### src/hw/rtl/ycp_pkg.sv
// Package: shared types and constants of the YUV 4:2:0 crop and place block.
`timescale 1ns / 1ps

package ycp_pkg;

    localparam int MAX_DIM    = 4096;
    localparam int DIM_W      = 16;
    localparam int POS_W      = 13;
    localparam int ADDR_W     = 25;
    localparam int CFG_IDX_W  = 3;
    localparam int CFG_DATA_W = 32;

    localparam logic [POS_W-1:0] ROW_MAX = '1;

    typedef enum logic [CFG_IDX_W-1:0] {
        CFG_SRC_SIZE    = 3'd0,
        CFG_RECT_ORIGIN = 3'd1,
        CFG_RECT_SIZE   = 3'd2,
        CFG_DST_SIZE    = 3'd3,
        CFG_DST_ORIGIN  = 3'd4
    } cfg_reg_t;

    typedef struct packed {
        logic [DIM_W-1:0]  src_w;
        logic [DIM_W-1:0]  src_h;
        logic [DIM_W-1:0]  rect_x;
        logic [DIM_W-1:0]  rect_y;
        logic [DIM_W-1:0]  rect_w;
        logic [DIM_W-1:0]  rect_h;
        logic [DIM_W-1:0]  dst_w;
        logic [DIM_W-1:0]  dst_h;
        logic [DIM_W-1:0]  dst_x;
        logic [DIM_W-1:0]  dst_y;
        logic [ADDR_W-1:0] u_base;
        logic [ADDR_W-1:0] v_base;
    } cfg_t;

    typedef struct packed {
        logic       start_of_frame;
        logic [7:0] luma;
        logic [7:0] cb;
        logic [7:0] cr;
    } in_item_t;

    typedef struct packed {
        logic              luma_write;
        logic [ADDR_W-1:0] luma_addr;
        logic [7:0]        luma_value;
        logic              chroma_write;
        logic [ADDR_W-1:0] u_addr;
        logic [ADDR_W-1:0] v_addr;
        logic [7:0]        cb_value;
        logic [7:0]        cr_value;
        logic              config_error;
    } out_item_t;

endpackage

### src/hw/rtl/ycp_cfg_regs.sv
// Configuration register file with registered chroma plane bases.
`timescale 1ns / 1ps

module ycp_cfg_regs
    import ycp_pkg::*;
(
    input  logic                  clk,
    input  logic                  rst_n,
    input  logic                  cfg_write,
    input  logic [CFG_IDX_W-1:0]  cfg_index,
    input  logic [CFG_DATA_W-1:0] cfg_data,
    output cfg_t                  cfg
);

    logic [CFG_DATA_W-1:0] src_size_reg,    src_size_next;
    logic [CFG_DATA_W-1:0] rect_origin_reg, rect_origin_next;
    logic [CFG_DATA_W-1:0] rect_size_reg,   rect_size_next;
    logic [CFG_DATA_W-1:0] dst_size_reg,    dst_size_next;
    logic [CFG_DATA_W-1:0] dst_origin_reg,  dst_origin_next;
    logic [31:0]           plane_reg,       plane_next;
    logic [ADDR_W-1:0]     v_base_reg,      v_base_next;

    always_comb
    begin
        src_size_next    = src_size_reg;
        rect_origin_next = rect_origin_reg;
        rect_size_next   = rect_size_reg;
        dst_size_next    = dst_size_reg;
        dst_origin_next  = dst_origin_reg;
        if (cfg_write)
        begin
            unique case (cfg_index)
                CFG_SRC_SIZE:    src_size_next    = cfg_data;
                CFG_RECT_ORIGIN: rect_origin_next = cfg_data;
                CFG_RECT_SIZE:   rect_size_next   = cfg_data;
                CFG_DST_SIZE:    dst_size_next    = cfg_data;
                CFG_DST_ORIGIN:  dst_origin_next  = cfg_data;
                default:         ;
            endcase
        end
        // luma plane size and V base from the incoming value
        plane_next  = 32'(dst_size_next[15:0]) * 32'(dst_size_next[31:16]);
        v_base_next = plane_next[ADDR_W-1:0] + plane_next[ADDR_W+1:2];
    end

    always_ff @(posedge clk or negedge rst_n)
    begin
        if (!rst_n)
        begin
            src_size_reg    <= '0;
            rect_origin_reg <= '0;
            rect_size_reg   <= '0;
            dst_size_reg    <= '0;
            dst_origin_reg  <= '0;
            plane_reg       <= '0;
            v_base_reg      <= '0;
        end
        else
        begin
            src_size_reg    <= src_size_next;
            rect_origin_reg <= rect_origin_next;
            rect_size_reg   <= rect_size_next;
            dst_size_reg    <= dst_size_next;
            dst_origin_reg  <= dst_origin_next;
            plane_reg       <= plane_next;
            v_base_reg      <= v_base_next;
        end
    end

    assign cfg.src_w  = src_size_reg[15:0];
    assign cfg.src_h  = src_size_reg[31:16];
    assign cfg.rect_x = rect_origin_reg[15:0];
    assign cfg.rect_y = rect_origin_reg[31:16];
    assign cfg.rect_w = rect_size_reg[15:0];
    assign cfg.rect_h = rect_size_reg[31:16];
    assign cfg.dst_w  = dst_size_reg[15:0];
    assign cfg.dst_h  = dst_size_reg[31:16];
    assign cfg.dst_x  = dst_origin_reg[15:0];
    assign cfg.dst_y  = dst_origin_reg[31:16];
    assign cfg.u_base = plane_reg[ADDR_W-1:0];
    assign cfg.v_base = v_base_reg;

endmodule

### src/hw/rtl/ycp_pixel_path.sv
// Raster position tracking, frame checks, clipping and address generation.
`timescale 1ns / 1ps

module ycp_pixel_path
    import ycp_pkg::*;
(
    input  logic      clk,
    input  logic      rst_n,
    input  logic      step,
    input  in_item_t  item,
    input  cfg_t      cfg,
    output out_item_t result
);

    logic [POS_W-1:0] column_reg, column_next;
    logic [POS_W-1:0] row_reg,    row_next;
    logic [POS_W-1:0] clip_w_reg, clip_w_next;
    logic [POS_W-1:0] clip_h_reg, clip_h_next;
    logic             frame_bad_reg, frame_bad_next;

    logic             bad;
    logic [DIM_W:0]   w_src_end, w_dst_end, h_src_end, h_dst_end;
    logic [DIM_W-1:0] w_src_cut, w_dst_cut, h_src_cut, h_dst_cut;
    logic [DIM_W:0]   x_end, y_end;
    logic             in_rect;
    logic             odd_site;
    logic [DIM_W:0]   dx, dy;
    logic [32:0]      luma_prod;
    logic [30:0]      chroma_prod;
    logic [ADDR_W-1:0] chroma_off;
    logic [POS_W:0]   col_inc;
    logic             wrap;

    always_comb
    begin
        bad = (cfg.src_w[0] | cfg.src_h[0] | cfg.rect_x[0] | cfg.rect_y[0] |
               cfg.rect_w[0] | cfg.rect_h[0] | cfg.dst_w[0] | cfg.dst_h[0] |
               cfg.dst_x[0] | cfg.dst_y[0]) != 1'b0;
        bad = bad || cfg.src_w > DIM_W'(MAX_DIM) || cfg.src_h > DIM_W'(MAX_DIM) ||
              cfg.dst_w > DIM_W'(MAX_DIM) || cfg.dst_h > DIM_W'(MAX_DIM);
        bad = bad || cfg.rect_x > cfg.src_w || cfg.rect_w > cfg.src_w ||
              cfg.rect_y > cfg.src_h || cfg.rect_h > cfg.src_h;
        bad = bad || cfg.rect_w > cfg.dst_w || cfg.dst_x > cfg.dst_w ||
              cfg.rect_h > cfg.dst_h || cfg.dst_y > cfg.dst_h;

        // cut to source edge, then to destination edge
        w_src_end = {1'b0, cfg.rect_x} + {1'b0, cfg.rect_w};
        w_src_cut = (w_src_end > {1'b0, cfg.src_w}) ? cfg.src_w - cfg.rect_x : cfg.rect_w;
        w_dst_end = {1'b0, w_src_cut} + {1'b0, cfg.dst_x};
        w_dst_cut = (w_dst_end > {1'b0, cfg.dst_w}) ? cfg.dst_w - cfg.dst_x : w_src_cut;
        h_src_end = {1'b0, cfg.rect_y} + {1'b0, cfg.rect_h};
        h_src_cut = (h_src_end > {1'b0, cfg.src_h}) ? cfg.src_h - cfg.rect_y : cfg.rect_h;
        h_dst_end = {1'b0, h_src_cut} + {1'b0, cfg.dst_y};
        h_dst_cut = (h_dst_end > {1'b0, cfg.dst_h}) ? cfg.dst_h - cfg.dst_y : h_src_cut;

        column_next    = column_reg;
        row_next       = row_reg;
        clip_w_next    = clip_w_reg;
        clip_h_next    = clip_h_reg;
        frame_bad_next = frame_bad_reg;
        if (item.start_of_frame)
        begin
            column_next    = '0;
            row_next       = '0;
            frame_bad_next = bad;
            clip_w_next    = bad ? '0 : w_dst_cut[POS_W-1:0];
            clip_h_next    = bad ? '0 : h_dst_cut[POS_W-1:0];
        end

        x_end   = {1'b0, cfg.rect_x} + (DIM_W+1)'(clip_w_next);
        y_end   = {1'b0, cfg.rect_y} + (DIM_W+1)'(clip_h_next);
        in_rect = !frame_bad_next &&
                  DIM_W'(column_next) >= cfg.rect_x && (DIM_W+1)'(column_next) < x_end &&
                  DIM_W'(row_next) >= cfg.rect_y && (DIM_W+1)'(row_next) < y_end;
        odd_site = column_next[0] & row_next[0];

        dx = (DIM_W+1)'(column_next) - {1'b0, cfg.rect_x} + {1'b0, cfg.dst_x};
        dy = (DIM_W+1)'(row_next) - {1'b0, cfg.rect_y} + {1'b0, cfg.dst_y};
        luma_prod   = 33'(dy) * 33'(cfg.dst_w);
        chroma_prod = 31'(dy[DIM_W:1]) * 31'(cfg.dst_w[DIM_W-1:1]);
        chroma_off  = chroma_prod[ADDR_W-1:0] + ADDR_W'(dx[DIM_W:1]);

        result = '0;
        result.config_error = frame_bad_next;
        if (in_rect)
        begin
            result.luma_write = 1'b1;
            result.luma_addr  = luma_prod[ADDR_W-1:0] + ADDR_W'(dx);
            result.luma_value = item.luma;
            if (odd_site)
            begin
                result.chroma_write = 1'b1;
                result.u_addr       = cfg.u_base + chroma_off;
                result.v_addr       = cfg.v_base + chroma_off;
                result.cb_value     = item.cb;
                result.cr_value     = item.cr;
            end
        end

        // advance raster position
        col_inc = {1'b0, column_next} + (POS_W+1)'(1);
        wrap    = DIM_W'(col_inc) >= cfg.src_w || col_inc > {1'b0, ROW_MAX};
        if (wrap)
        begin
            column_next = '0;
            if (row_next < ROW_MAX)
            begin
                row_next = row_next + POS_W'(1);
            end
        end
        else
        begin
            column_next = col_inc[POS_W-1:0];
        end
    end

    always_ff @(posedge clk or negedge rst_n)
    begin
        if (!rst_n)
        begin
            column_reg    <= '0;
            row_reg       <= '0;
            clip_w_reg    <= '0;
            clip_h_reg    <= '0;
            frame_bad_reg <= 1'b0;
        end
        else if (step)
        begin
            column_reg    <= column_next;
            row_reg       <= row_next;
            clip_w_reg    <= clip_w_next;
            clip_h_reg    <= clip_h_next;
            frame_bad_reg <= frame_bad_next;
        end
    end

    a_bad_no_clip: assert property (@(posedge clk) disable iff (!rst_n)
        frame_bad_reg |-> (clip_w_reg == '0 && clip_h_reg == '0))
        else $error("clipped size not zero on a bad frame");

    a_idle_holds: assert property (@(posedge clk) disable iff (!rst_n)
        !step |=> ($stable(column_reg) && $stable(row_reg) && $stable(frame_bad_reg)))
        else $error("position changed without a transaction");

endmodule

### src/hw/rtl/yuv420_crop_and_place.sv
// Top level: YUV 4:2:0 crop and place, input and result registers around the pixel path.
//
//  Channel  Direction  Handshake                  Payload
//  input    in         in_valid / in_ready        in_data  (in_item_t)
//  result   out        out_valid / out_ready      out_data (out_item_t)
//  config   in         cfg_write                  cfg_index, cfg_data
//
//  One transaction per cycle unless the output stalls; the result is registered.
//  The position update in the pixel path between the two registers sets the rate.
//  Reset clears the configuration, raster position, clipped size and error flag.
//  A stalled result holds; the input register still takes one transaction meanwhile.
`timescale 1ns / 1ps

module yuv420_crop_and_place
    import ycp_pkg::*;
(
    input  logic                  clk,
    input  logic                  rst_n,
    input  logic                  in_valid,
    output logic                  in_ready,
    input  in_item_t              in_data,
    output logic                  out_valid,
    input  logic                  out_ready,
    output out_item_t             out_data,
    input  logic                  cfg_write,
    input  logic [CFG_IDX_W-1:0]  cfg_index,
    input  logic [CFG_DATA_W-1:0] cfg_data
);

    cfg_t      cfg;
    in_item_t  in_item_reg;
    logic      in_valid_reg, in_valid_next;
    out_item_t out_item_reg;
    logic      out_valid_reg, out_valid_next;
    out_item_t result;
    logic      advance;
    logic      step;

    ycp_cfg_regs u_cfg_regs (
        .clk       (clk),
        .rst_n     (rst_n),
        .cfg_write (cfg_write),
        .cfg_index (cfg_index),
        .cfg_data  (cfg_data),
        .cfg       (cfg)
    );

    ycp_pixel_path u_pixel_path (
        .clk    (clk),
        .rst_n  (rst_n),
        .step   (step),
        .item   (in_item_reg),
        .cfg    (cfg),
        .result (result)
    );

    assign advance  = !out_valid_reg || out_ready;
    assign step     = in_valid_reg && advance;
    assign in_ready = !in_valid_reg || advance;

    always_comb
    begin
        in_valid_next = in_valid_reg;
        if (in_valid && in_ready)
        begin
            in_valid_next = 1'b1;
        end
        else if (step)
        begin
            in_valid_next = 1'b0;
        end
        out_valid_next = out_valid_reg;
        if (step)
        begin
            out_valid_next = 1'b1;
        end
        else if (out_ready)
        begin
            out_valid_next = 1'b0;
        end
    end

    always_ff @(posedge clk or negedge rst_n)
    begin
        if (!rst_n)
        begin
            in_valid_reg  <= 1'b0;
            out_valid_reg <= 1'b0;
        end
        else
        begin
            in_valid_reg  <= in_valid_next;
            out_valid_reg <= out_valid_next;
        end
    end

    always_ff @(posedge clk)
    begin
        if (in_valid && in_ready)
        begin
            in_item_reg <= in_data;
        end
        if (step)
        begin
            out_item_reg <= result;
        end
    end

    assign out_valid = out_valid_reg;
    assign out_data  = out_item_reg;

    a_chroma_needs_luma: assert property (@(posedge clk) disable iff (!rst_n)
        (out_valid && out_data.chroma_write) |-> out_data.luma_write)
        else $error("chroma write without luma write");

    a_error_no_write: assert property (@(posedge clk) disable iff (!rst_n)
        (out_valid && out_data.config_error) |-> !out_data.luma_write)
        else $error("write issued on a bad frame");

    a_no_write_zero: assert property (@(posedge clk) disable iff (!rst_n)
        (out_valid && !out_data.luma_write) |->
            (out_data.luma_addr == '0 && out_data.luma_value == '0 &&
             out_data.chroma_write == 1'b0))
        else $error("fields not cleared without a write");

    a_step_fills_output: assert property (@(posedge clk) disable iff (!rst_n)
        step |=> out_valid_reg)
        else $error("result register not filled after a transaction");

endmodule
### config.mk
export PLATFORM = sky130hd
export DESIGN_NAME = yuv420_crop_and_place
export DESIGN_NICKNAME = d
export VERILOG_FILES = /design/src/hw/rtl/ycp_pkg.sv /design/src/hw/rtl/ycp_cfg_regs.sv /design/src/hw/rtl/ycp_pixel_path.sv /design/src/hw/rtl/yuv420_crop_and_place.sv
export SDC_FILE = /design/constraint.sdc
export NUM_CORES = 2
export LEC_CHECK = 0
export BUFFER_PORTS_ARGS = -buffer_cell sky130_fd_sc_hd__buf_2
export CAP_MARGIN = 20
export CORE_MARGIN = 3
export CORE_UTILIZATION = 27
export DETAILED_ROUTE_END_ITERATION = 8
export SETUP_SLACK_MARGIN = 0.1
export SLEW_MARGIN = 20
export SYNTH_ARGS = -nofsm -noshare
export SYNTH_HDL_FRONTEND = slang
export SYNTH_SLANG_ARGS = --single-unit
### constraint.sdc
create_clock -name clk -period 24.8 [get_ports clk]
set_input_delay 3.72 -clock clk [delete_from_list [all_inputs] [get_ports clk]]
set_output_delay 3.72 -clock clk [all_outputs]
set_load 0.05 [all_outputs]
* Word-level counts from Yosys, hierarchy flattened
Cells that the tools add are included.
** Storage, ports and cells
- Word-level logic and storage cells :: 142
- Output and inout port bits :: 104
- Register bits :: 392
- Bits of input ports :: 65
** Cells by class
- Reduce and logical (&&, ||, !) cells :: 32
- Add/sub/neg operators :: 21
- Bitwise gates (word level) :: 10
- Order comparisons :: 23
- Mux-type cells :: 22
- $mul :: 3
- Eq/ne operators :: 4
** Operator list (number)
- two-way mux 13 bit :: 11
- greater-than comparator 16 bit :: 8
- two-way mux 101 bit :: 1
- adder 25 bit :: 3
- adder 16 x 16 -> 17 bit :: 4
- greater-than comparator 17 x 16 -> 1 bit :: 4
- two-way mux 67 bit :: 1
- greater-than comparator 16 x 13 -> 1 bit, second input constant :: 4
- two-way mux 32 bit :: 2
- adder 16 x 13 -> 17 bit :: 2
- adder 17 x 16 -> 17 bit :: 2
- < comparator 13 x 17 -> 1 bit :: 2
- subtractor 13 x 16 -> 17 bit :: 2
- greater-or-equal comparator 13 x 16 -> 1 bit :: 2
- two-way mux 16 bit :: 2
- subtractor 16 bit :: 2
- multiplier 16 x 16 -> 27 bit :: 1
- subtractor 13 bit :: 2
- adder 25 x 16 -> 25 bit :: 1
- adder 25 x 17 -> 25 bit :: 1
- multiplier 16 x 15 -> 25 bit :: 1
- multiplier 17 x 16 -> 25 bit :: 1
- greater-or-equal comparator 14 x 16 -> 1 bit :: 1
- logical OR 1 bit :: 15
- other kinds (15) :: 40

* Depth between registers and ports, before layout
- Depth in word-level cells :: 29
- Depth in mapped cells :: 67
- Gate-level depth less buffers :: 64

* Hierarchy
From an unflattened synthesis, not the netlist that was laid out.
** Unflattened totals
- Cell total of the unflattened synthesis :: 5441
- Area total of the unflattened synthesis :: 50547.2 um^2
** By module, submodules not included
- ycp_pixel_path :: instances 1, area an instance 30777.0 um^2, seq. area each 1326.3 um^2, cells an instance 3835
- ycp_cfg_regs :: instances 1, area an instance 15852.7 um^2, seq. area each 5255.0 um^2, cells an instance 1471
- yuv420_crop_and_place :: instances 1, area an instance 3917.5 um^2, seq. area each 3863.7 um^2, cells an instance 135

* Worst setup path after synthesis
Ideal clock, no wire load.
- Path type :: input to register
- From :: input port cfg_write
- To :: register u_cfg_regs.v_base_reg[24]
- Setup slack :: 12.044 ns
- Data arrival time :: 12.626 ns
- Setup time :: 0.130 ns
- Stages :: 35
- Buffers on the path :: 2
- Required time :: 24.670 ns
- Cell sequence :: nor2b_1 -> nand3_1 -> clkbuf_1 -> buf_1 -> mux2i_1 -> clkinv_1 -> nand2_1 -> fa_1 -> fa_1 -> inv_1 -> ha_1 -> fa_1 -> inv_1 -> fa_1 -> inv_1 -> fa_1 -> ha_1 -> o21ai_0 -> a21boi_0 -> o21ai_0 -> a21oi_1 -> o31ai_1 -> a21boi_0 -> or4b_2 -> nand4_1 -> ha_1 -> a21o_1 -> a21o_1 -> a21oi_1 -> o21ai_0 -> a21oi_1 -> o21ai_0 -> o41ai_1 -> xnor3_1 -> xnor2_1
** On the way
- Word-level cells in the longest chain between the ends :: 3
** RTL lines
- start: declaration :: line yuv420_crop_and_place.sv:25 : input logic cfg_write,
- two-way mux 32 bit :: line ycp_cfg_regs.sv:30 : if (cfg_write)
- net u_cfg_regs.dst_size_next[2] :: line ycp_cfg_regs.sv:18 : logic [CFG_DATA_W-1:0] dst_size_reg, dst_size_next;
- multiplier 16 x 16 -> 27 bit :: line ycp_cfg_regs.sv:42 : plane_next = 32'(dst_size_next[15:0]) * 32'(dst_size_next[31:16]);
- net u_cfg_regs.plane_next[17] :: line ycp_cfg_regs.sv:20 : logic [31:0] plane_reg, plane_next;
- adder 25 bit :: line ycp_cfg_regs.sv:43 : v_base_next = plane_next[ADDR_W-1:0] + plane_next[ADDR_W+1:2];
- net u_cfg_regs.v_base_next[24] :: line ycp_cfg_regs.sv:21 : logic [ADDR_W-1:0] v_base_reg, v_base_next;
- end signal: assignment :: line ycp_cfg_regs.sv:66 : v_base_reg <= v_base_next;
- end: declaration :: line ycp_cfg_regs.sv:21
The timed path passes the listed nets, and every way through them passes these cells.
A chain may end at the register's enable or synchronous reset.

* Worst setup path after layout
- From :: register u_cfg_regs.rect_size_reg[17]
- To :: register out_item_reg (netlist bit out_data[60]) (data pin)
** On the way
- Elaborated cells between the ends (all ways) :: 28
- Those cells by class :: add/sub: 4; order compare: 6; mux: 7; reduce/logical: 11
** RTL lines
- start: declaration :: line ycp_cfg_regs.sv:17 : logic [CFG_DATA_W-1:0] rect_size_reg, rect_size_next;
- start signal: assignment :: line ycp_cfg_regs.sv:62 : rect_size_reg <= rect_size_next;
- adder 16 x 16 -> 17 bit or greater-than comparator 16 bit (tied branches) :: line ycp_pixel_path.sv:51, ycp_pixel_path.sv:42
- greater-than comparator 17 x 16 -> 1 bit or logical OR 1 bit (tied branches) :: line ycp_pixel_path.sv:52, ycp_pixel_path.sv:42
- two-way mux 16 bit or logical OR 1 bit (tied branches) :: line ycp_pixel_path.sv:52, ycp_pixel_path.sv:43
- adder 16 x 16 -> 17 bit or logical OR 1 bit (tied branches) :: line ycp_pixel_path.sv:53, ycp_pixel_path.sv:43
- greater-than comparator 17 x 16 -> 1 bit or logical OR 1 bit (tied branches) :: line ycp_pixel_path.sv:54, ycp_pixel_path.sv:43
- two-way mux 13 bit or logical OR 1 bit (tied branches) :: line ycp_pixel_path.sv:54, ycp_pixel_path.sv:44
- two-way mux 13 bit (*) :: line ycp_pixel_path.sv:67 : clip_h_next = bad ? '0 : h_dst_cut[POS_W-1:0];
- two-way mux 13 bit (*) :: line ycp_pixel_path.sv:61 : if (item.start_of_frame)
- net u_pixel_path.clip_h_next[1] :: line ycp_pixel_path.sv:18 : logic [POS_W-1:0] clip_h_reg, clip_h_next;
- adder 16 x 13 -> 17 bit (*) :: line ycp_pixel_path.sv:71 : y_end = {1'b0, cfg.rect_y} + (DIM_W+1)'(clip_h_next);
- < comparator 13 x 17 -> 1 bit (*) :: line ycp_pixel_path.sv:74 : DIM_W'(row_next) >= cfg.rect_y && (DIM_W+1)'(row_next) < y_end;
- logical AND 1 bit (*) :: line ycp_pixel_path.sv:74
- AND reduction 2 bit (no line) (*)
- end signal: assignment :: line yuv420_crop_and_place.sv:105 : out_item_reg <= result;
- end: declaration :: line yuv420_crop_and_place.sv:33 : out_item_t out_item_reg;
The timed path passes the listed nets; every way through them passes the cells marked *.

==> reports/results.tsv <==
stage	metric	value	unit
floorplanning	core area	183000	um^2
detailed_routing	Post-Route WL	156	mm
synth	Synthesis Warnings	0	
global_route	vias in the first global route	39789	
global_route	aggregate global-route resource usage	16.2	%
setup_path	critical path fanouts, max	45	
layout	Filler Cell Count	19245	
synth	Most used DFF post-synth	dfrtp_1	
place	pre-CTS worst setup slack	9.99	ns
layout	final core occ	30.3	%
floorplanning	# rows	157	
clocking	CTS Sinks	392	
clocking	htree depth	2	
detailed_routing	met3 wire length	7.44	mm
timing	final slew viol count	0	
synth	top cell type by total area after synthesis	fa_1	
detailed_routing	Top Layer Used	met5	
global_route	initial antenna violation count	16	
synth	number of synthesized register bits	392	
place	detailed placement HPWL	128	mm
timing	max frequency	67.2	MHz
detailed_routing	M1 wire length	66.5	mm
setup_path	Worst Path Arrival	15.38	ns
global_route	gr ovfl total	0	
setup_path	Startpoint Class	register	
timing	period utilisation layout	60.0	%
timing	worst clock skew	0.0405	ns
timing	worst-margin pin slew	1.11	ns
outcome	status	finished, final reports clean	
floorplanning	Die Y	436	um
synth	synthesized instance count	5468	
synth	ys async rst share	67.6	%
layout	share of cells above drive strength 1	7.50	%
detailed_routing	drt wl/cell	19.2	um
layout	area grow syn2layout	11.6	%
synth	Synth top area share	19.8	%
floorplanning	Die Width	436	um
setup_path	Setup CP Type	register to register	
timing	final setup fails	0	
setup_path	CP max-delay cell	a211o_1	
clocking	CTS buffer count	48	
timing	Final Hold Viols	0	
timing	Final WS setup	9.92	ns
detailed_routing	met2 wire length	76.1	mm
detailed_routing	drt pass-1 iters	5	
clocking	Reg clk slew, reported paths	0.07	ns
setup_path	CP most frequent cell	a21oi_1	
setup_path	Crit. End Element	register	
place	I/O Buffers	168	
synth	post-synthesis sequential area ratio	21.0	%
floorplanning	Initial Util	27.2	%
floorplanning	io pins	169	
clocking	Post-CTS Hold Fix Bufs	0	
global_route	largest net degree at the start of global routing	70	
floorplanning	die area	190000	um^2
detailed_routing	post-route ant nets	0	
timing	TNS Setup	0	ns
job	Max-Cap Viols	0	
clocking	root buf cell	clkbuf_16	
timing	fin crit period	14.88	ns
synth	EDFF count, synth	127	
timing	Slew headroom	24.1	%
detailed_routing	vias per cell	4.79	
setup_path	FF-to-FF setup slack	9.92	ns
synth	largest cells by area after synthesis	fa_1 (20%), ha_1 (17%), dfrtp_1 (13%)	
synth	Netlist cell types	85	
layout	Storage cell area	10400	um^2
clocking	CTS Buffer Depth	3	
setup_path	critical path required time	25.30	ns
layout	layout net count	6884	
detailed_routing	Detailed Route Iter0 Violations	2562	
timing	RSZ-0062 raised after global routing	false	
synth	cell area after synthesis	49800	um^2
place	GP Congestion	0.926	
hold_path	min-delay worst type	register to register	
layout	max FFs per register	102	
clocking	Post-CTS Repair Setup Buffers	0	
detailed_routing	Via Count	38983	
hold_path	hold path cells	2	
synth	Synth top cells by count	inv_1 (886), ha_1 (696), nand2_1 (573)	
clocking	post_cts resized	0	
setup_path	worst r2r path cells	62	
layout	area occupied by multi-input gates	35600	um^2
clocking	CTS tree	built	
synth	Avg Inst Size Synth	9.11	um^2
clocking	clk_lat worst skew	0.65	ns
synth	Synth Net Count	6721	
synth	most common cell in the netlist	inv_1	
detailed_routing	DRC viols	0	
global_route	first-pass GRT wire length	241	mm
setup_path	CP peak stage delay	0.61	ns
final timing paths:
| kind | startpoint | endpoint |
|---|---|---|
| max | u_cfg_regs.rect_size_reg[17] | out_data[60] |
| min | u_pixel_path.column_reg[6] | u_pixel_path.column_reg[6] |
| max reg2reg | u_cfg_regs.rect_size_reg[17] | out_data[60] |
| min reg2reg | u_pixel_path.column_reg[6] | u_pixel_path.column_reg[6] |
| max in group asynchronous | rst_n | u_cfg_regs.plane_reg[0] |
| min in group asynchronous | rst_n | u_pixel_path.row_reg[6] |
critical path, delay by kind of cell, from the launching register on:
kind,cells,cell delay [ns]
fa+ha+maj,6,1.81
simple gates,10,1.83
compound gates,38,8.18
flops,1,0.47
mux,2,0.81
xor+xnor,3,0.42
buf+inv,3,1.15
stage by stage:
step	instances	instance area, um^2	hold WS (ns)
floorplan	5468	49800	0.442
global placement	8045	53800	0.462
detailed placement	8045	53800	0.463
CTS	8134	55600	0.476
global route	8135	55600	0.507
finish	8139	55600	0.473
layout make-up:
cell class | instances | area share (%)
multi-input cells | 4053 | 64.0
flip-flops and latches | 392 | 18.8
inverters | 904 | 6.11
well taps | 2464 | 5.55
clock buffers | 64 | 2.57
repair buffers | 232 | 2.40
clock inverters | 25 | 0.576
diodes | 5 | 0.0225
layer usage:
layer  GRT usage, %  vias to the layer above
li1               -                    18477
met1           20.6                    19248
met2           28.0                      976
met3           2.20                      262
met4           5.96                       20
met5              0                        -
placed cells by master, fill, tap and decap left out, types with 16 or more instances in the layout:
cell type and n:
buf_4 64, buf_2 167, nand2b_1 43, fa_1 492, edfxtp_1 127, nor2_1 336, and2_1 164, dfrtp_1 265
clkbuf_16 53, o21a_1 42, nand3_1 70, mux2i_1 62, a211oi_1 25, o211ai_1 19, o21ai_0 294, nor4_1 28
nor3_1 73, o21bai_1 37, nor2b_1 65, and3_1 24, a21boi_0 16, o2bb2ai_1 27, a31oi_1 25, nand2_1 572
ha_1 696, xnor2_1 198, inv_1 885, a21oi_1 240, a21o_1 102, xor2_1 90, mux2_2 62, nand4_1 44
kinds of logic after synthesis:
kind of cell             count (synthesis)  synth area share (%)
flip-flops                             392                  21.0
adder cells (fa/ha/maj)               1188                  37.3
XOR/XNOR                               293                  5.26
AND/OR/NAND/NOR                       1483                  13.8
multiplexers                           125                  2.67
AO/OA/AOI/OAI                          964                  12.3
buffers and inverters                 1023                  7.75
Power is left out: the tool's default activity adds up to more than one toggle a clock period on the data nets, which glitch-free logic cannot reach.
